<file path="config.mk">
export PLATFORM = sky130hd
export DESIGN_NAME = dptt_fifo
export DESIGN_NICKNAME = d
export VERILOG_FILES = /design/src/hdl/dptt_fifo.sv
export SDC_FILE = /design/constraint.sdc
export NUM_CORES = 1
export LEC_CHECK = 0
export ABC_CLOCK_PERIOD_IN_PS = 1990
export BUFFER_PORTS_ARGS = -buffer_cell sky130_fd_sc_hd__buf_2
export CORE_ASPECT_RATIO = 1.2
export CORE_MARGIN = 2
export CORE_UTILIZATION = 48
export CTS_CLUSTER_SIZE = 25
export DETAILED_ROUTE_END_ITERATION = 10
export PLACE_DENSITY_LB_ADDON = 0.1
export SLEW_MARGIN = 20
export SYNTH_ARGS = -nofsm -noshare
export SYNTH_HDL_FRONTEND = slang
export SYNTH_SLANG_ARGS = --single-unit
</file>
<file path="constraint.sdc">
create_clock -name clk -period 1.99 [get_ports clk]
set_input_delay 0.0995 -clock clk [delete_from_list [all_inputs] [get_ports clk]]
set_output_delay 0.0995 -clock clk [all_outputs]
set_load 0.02 [all_outputs]
</file>
<file path="src/hdl/dptt_fifo.sv">
`timescale 1ns / 1ps

module dptt_fifo #(
    parameter int WIDTH = 8,
    parameter int DEPTH = 2
) (
    input  logic             clk,
    input  logic             rst_n,
    input  logic             push,
    input  logic [WIDTH-1:0] din,
    output logic             full,
    input  logic             pop,
    output logic [WIDTH-1:0] dout,
    output logic             empty
);

    localparam int AW = $clog2(DEPTH);

    logic [WIDTH-1:0] mem_reg [DEPTH];
    logic [AW-1:0]    wr_ptr_reg, wr_ptr_next;
    logic [AW-1:0]    rd_ptr_reg, rd_ptr_next;
    logic [AW:0]      count_reg, count_next;
    logic             do_push, do_pop;

    assign full    = (count_reg == (AW+1)'(DEPTH));
    assign empty   = (count_reg == '0);
    assign do_push = push && !full;
    assign do_pop  = pop && !empty;
    assign dout    = mem_reg[rd_ptr_reg];

    // Advance pointers with wrap at the depth
    always_comb
    begin
        wr_ptr_next = wr_ptr_reg;
        rd_ptr_next = rd_ptr_reg;
        count_next  = count_reg;
        if (do_push)
        begin
            wr_ptr_next = (wr_ptr_reg == AW'(DEPTH - 1)) ? '0 : wr_ptr_reg + 1'b1;
        end
        if (do_pop)
        begin
            rd_ptr_next = (rd_ptr_reg == AW'(DEPTH - 1)) ? '0 : rd_ptr_reg + 1'b1;
        end
        if (do_push && !do_pop)
        begin
            count_next = count_reg + 1'b1;
        end
        else if (do_pop && !do_push)
        begin
            count_next = count_reg - 1'b1;
        end
    end

    always_ff @(posedge clk or negedge rst_n)
    begin
        if (!rst_n)
        begin
            wr_ptr_reg <= '0;
            rd_ptr_reg <= '0;
            count_reg  <= '0;
        end
        else
        begin
            wr_ptr_reg <= wr_ptr_next;
            rd_ptr_reg <= rd_ptr_next;
            count_reg  <= count_next;
        end
    end

    // Hold pushed words
    always_ff @(posedge clk)
    begin
        if (do_push)
        begin
            mem_reg[wr_ptr_reg] <= din;
        end
    end

endmodule

</file>
==> run metrics <==
Mean Syn Cell Area 17.8 sq um; register share of total power 49.0%; CP top delay family flip-flops; asr flop ratio synth 20.0%; H-tree Lvls 1; Lkg Pwr 0.432 nW; slowest stage delay, CP 0.59 ns; worst-case clock buffer depth 2; Critical Path AT 1.42 ns; Synth area leaders edfxtp_1 (61%), dfrtp_1 (13%), mux2_1 (8.6%), mux2_2 (2.9%), xnor2_1 (2.2%); Row Count 15; pin count of the biggest net entering global routing 12; post-route ant nets 0; proportion of layout cells with a drive suffix above 1 37.2%; CP Max Fanout 9; DR WL/cell 12.2 microns; outcome completed; Design Power 1.38 mW; initial antenna violation count 0; worst setup path class reg -> out; Post-Place Setup Slack 0.523 ns; placer congestion estimate 0.660; CTS resizes 0; FF/Latch Area 581 sq um; Overflow after GRT 0; Final Util 69.3%; Worst setup EP type output port; # DRC 0; Post-synth top cells edfxtp_1 (16), mux2_1 (6), dfrtp_1 (4); Hold Path Origin push; cell with the most instances after synthesis edfxtp_1; final hold vios 0; sw frac 35.1%; Slew HR 73.8%; Worst Slack Setup Final 0.473 ns; fill cell count 109; sequential-to-total area share from yosys stat 74.2%; CTS tree done; CTS Buf Count 3; sequence of cells on the critical path mux2_1, buf_2; Clk pwr share 13.0%; hold_ws 0.103 ns; Final Critical Period 1.52 ns; GRT Resource Usage Total 13.6%; Syn Nets 57; slew of the pin with the lowest slew margin 0.393 ns; startpoint types flop; Iteration-0 DRC Markers 8; crit path launch rd_ptr_reg; WP data required 1.89 ns; Post-CTS Setup Bufs 0; pins over their slew limit 0; WL final 1160 microns; net switching power 482 uW; CTS sink cnt 20; global-route wire length before repair 1660 microns; largest area contributor in the netlist edfxtp_1; DRT Pass-1 Iters 4; Cell variety after synth 15; synthesized area 782 sq um; Yosys top cell area share 61.4%; full die area 0.00197 sq mm; Internal 893 uW; Worst-Skew Late Latency 0.28 ns; die height 48.2 microns; footprint of the multi-input gates 189 sq um; RSZ-0062 raised after global routing false; IO Pins 22; P&R area growth vs syn 31.4%; final setup violation count 0; vias in the first global route 401; core box area 0.00148 sq mm; HP Class in -> reg; drt via density 4.69; Clk Tree Root Cell clkbuf_4; via count 446; buffer and inverter count on the worst path 1; Top FF cell, synth edfxtp_1; Ys Warns 0; # port buffers 21; RR Startpoint count_reg[0]; Synth Instances 44; Starting Density 52.7%; Final Skew 0.00419 ns; setup_tns 0 ns; Yosys reg bits 20; Worst-path clk slew 0.10 ns; max-capacitance violation count 0; fin nets 92; Antenna diodes 0; Logic pwr share 37.9%; maximum vdd drop 0.000696 V; P per Cell Area 1340 mW/mm^2; CP max stage cell dfrtp_1; number of synthesized flops with an enable pin 16; Post-CTS Hold Buffers 8; fmax 659 MHz; DIE WIDTH 40.8 microns; max FFs per register 16; period utilization 76.2%
-- cell families (layout without fill, tap and decap cells) --
family / Yosys count / count (layout) / synth area share [%]
xor+xnor: 5 / 5 / 6.56
buf+inv: 3 / 37 / 1.60
flops: 20 / 20 / 74.2
simple gates: 6 / 6 / 3.84
compound gates: 1 / 1 / 0.639
fa+ha+maj: 1 / 1 / 1.60
mux: 8 / 8 / 11.5
-- layout by cell type, fill, tap and decap left out --
cell | Yosys | routed
clkbuf_4 | 0 | 3
dfrtp_1 | 4 | 4
clkinv_1 | 0 | 1
mux2_2 | 2 | 2
xor2_1 | 2 | 2
dlygate4sd3_1 | 0 | 9
inv_1 | 2 | 2
mux2_1 | 6 | 6
nor2_1 | 3 | 3
and3_1 | 1 | 1
buf_4 | 0 | 1
edfxtp_1 | 16 | 16
o21ai_1 | 1 | 1
xnor2_2 | 1 | 1
xnor2_1 | 2 | 2
nand2b_1 | 1 | 1
buf_2 | 1 | 21
nand2_2 | 1 | 1
ha_1 | 1 | 1
-- stage by stage --
| step | instance area (sq um) | instances |
|---|---|---|
| floorplan | 782 | 44 |
| global placement | 911 | 82 |
| detailed placement | 911 | 82 |
| CTS | 1020 | 94 |
| global route | 1030 | 95 |
| finish | 1030 | 95 |
-- final timing paths --
kind	to	slack, ns	depth (start not counted)
max reg2reg	count_reg[1]	0.53	7
min	wr_ptr_reg	0.10	3
min reg2reg	count_reg[1]	0.53	1
max in group asynchronous	count_reg[1]	1.73	2
min in group asynchronous	rd_ptr_reg	0.14	2
max	dout[5]	0.47	2
-- power by group through the flow --
stage | Clock (mW) | Combinational, mW | Sequential [mW]
CTS | 0.189 | 0.529 | 0.678
global placement | 0 | 0.506 | 0.681
floorplan | 0 | 0.403 | 0.638
global route | 0.206 | 0.577 | 0.691
finish | 0.179 | 0.522 | 0.674
detailed placement | 0 | 0.515 | 0.686
-- layout make-up --
class / instances / share of cell area, %
Clock inverter: 1 / 0.365
Clock buffer: 3 / 2.19
Sequential cell: 20 / 56.5
Tap cell: 17 / 2.07
Timing Repair Buffer: 31 / 19.7
Inverter: 2 / 0.731
Multi-Input combinational cell: 21 / 18.4
-- worst reg2reg max path, stage by stage (launching register included) --
cell      delay, ns
dfrtp_1        0.44
nand2b_1       0.20
nand2_2        0.12
inv_1          0.05
ha_1           0.18
xor2_1         0.14
nor2_1         0.11
xor2_1         0.15
-- routing by layer --
metal / global-route usage [%] / routed length (microns)
met3: 4.11 / 46
met1: 14.8 / 507
met4: 4.00 / 0
met2: 24.7 / 604
met5: 0 / 0
Power figures use the tool's default switching activity.
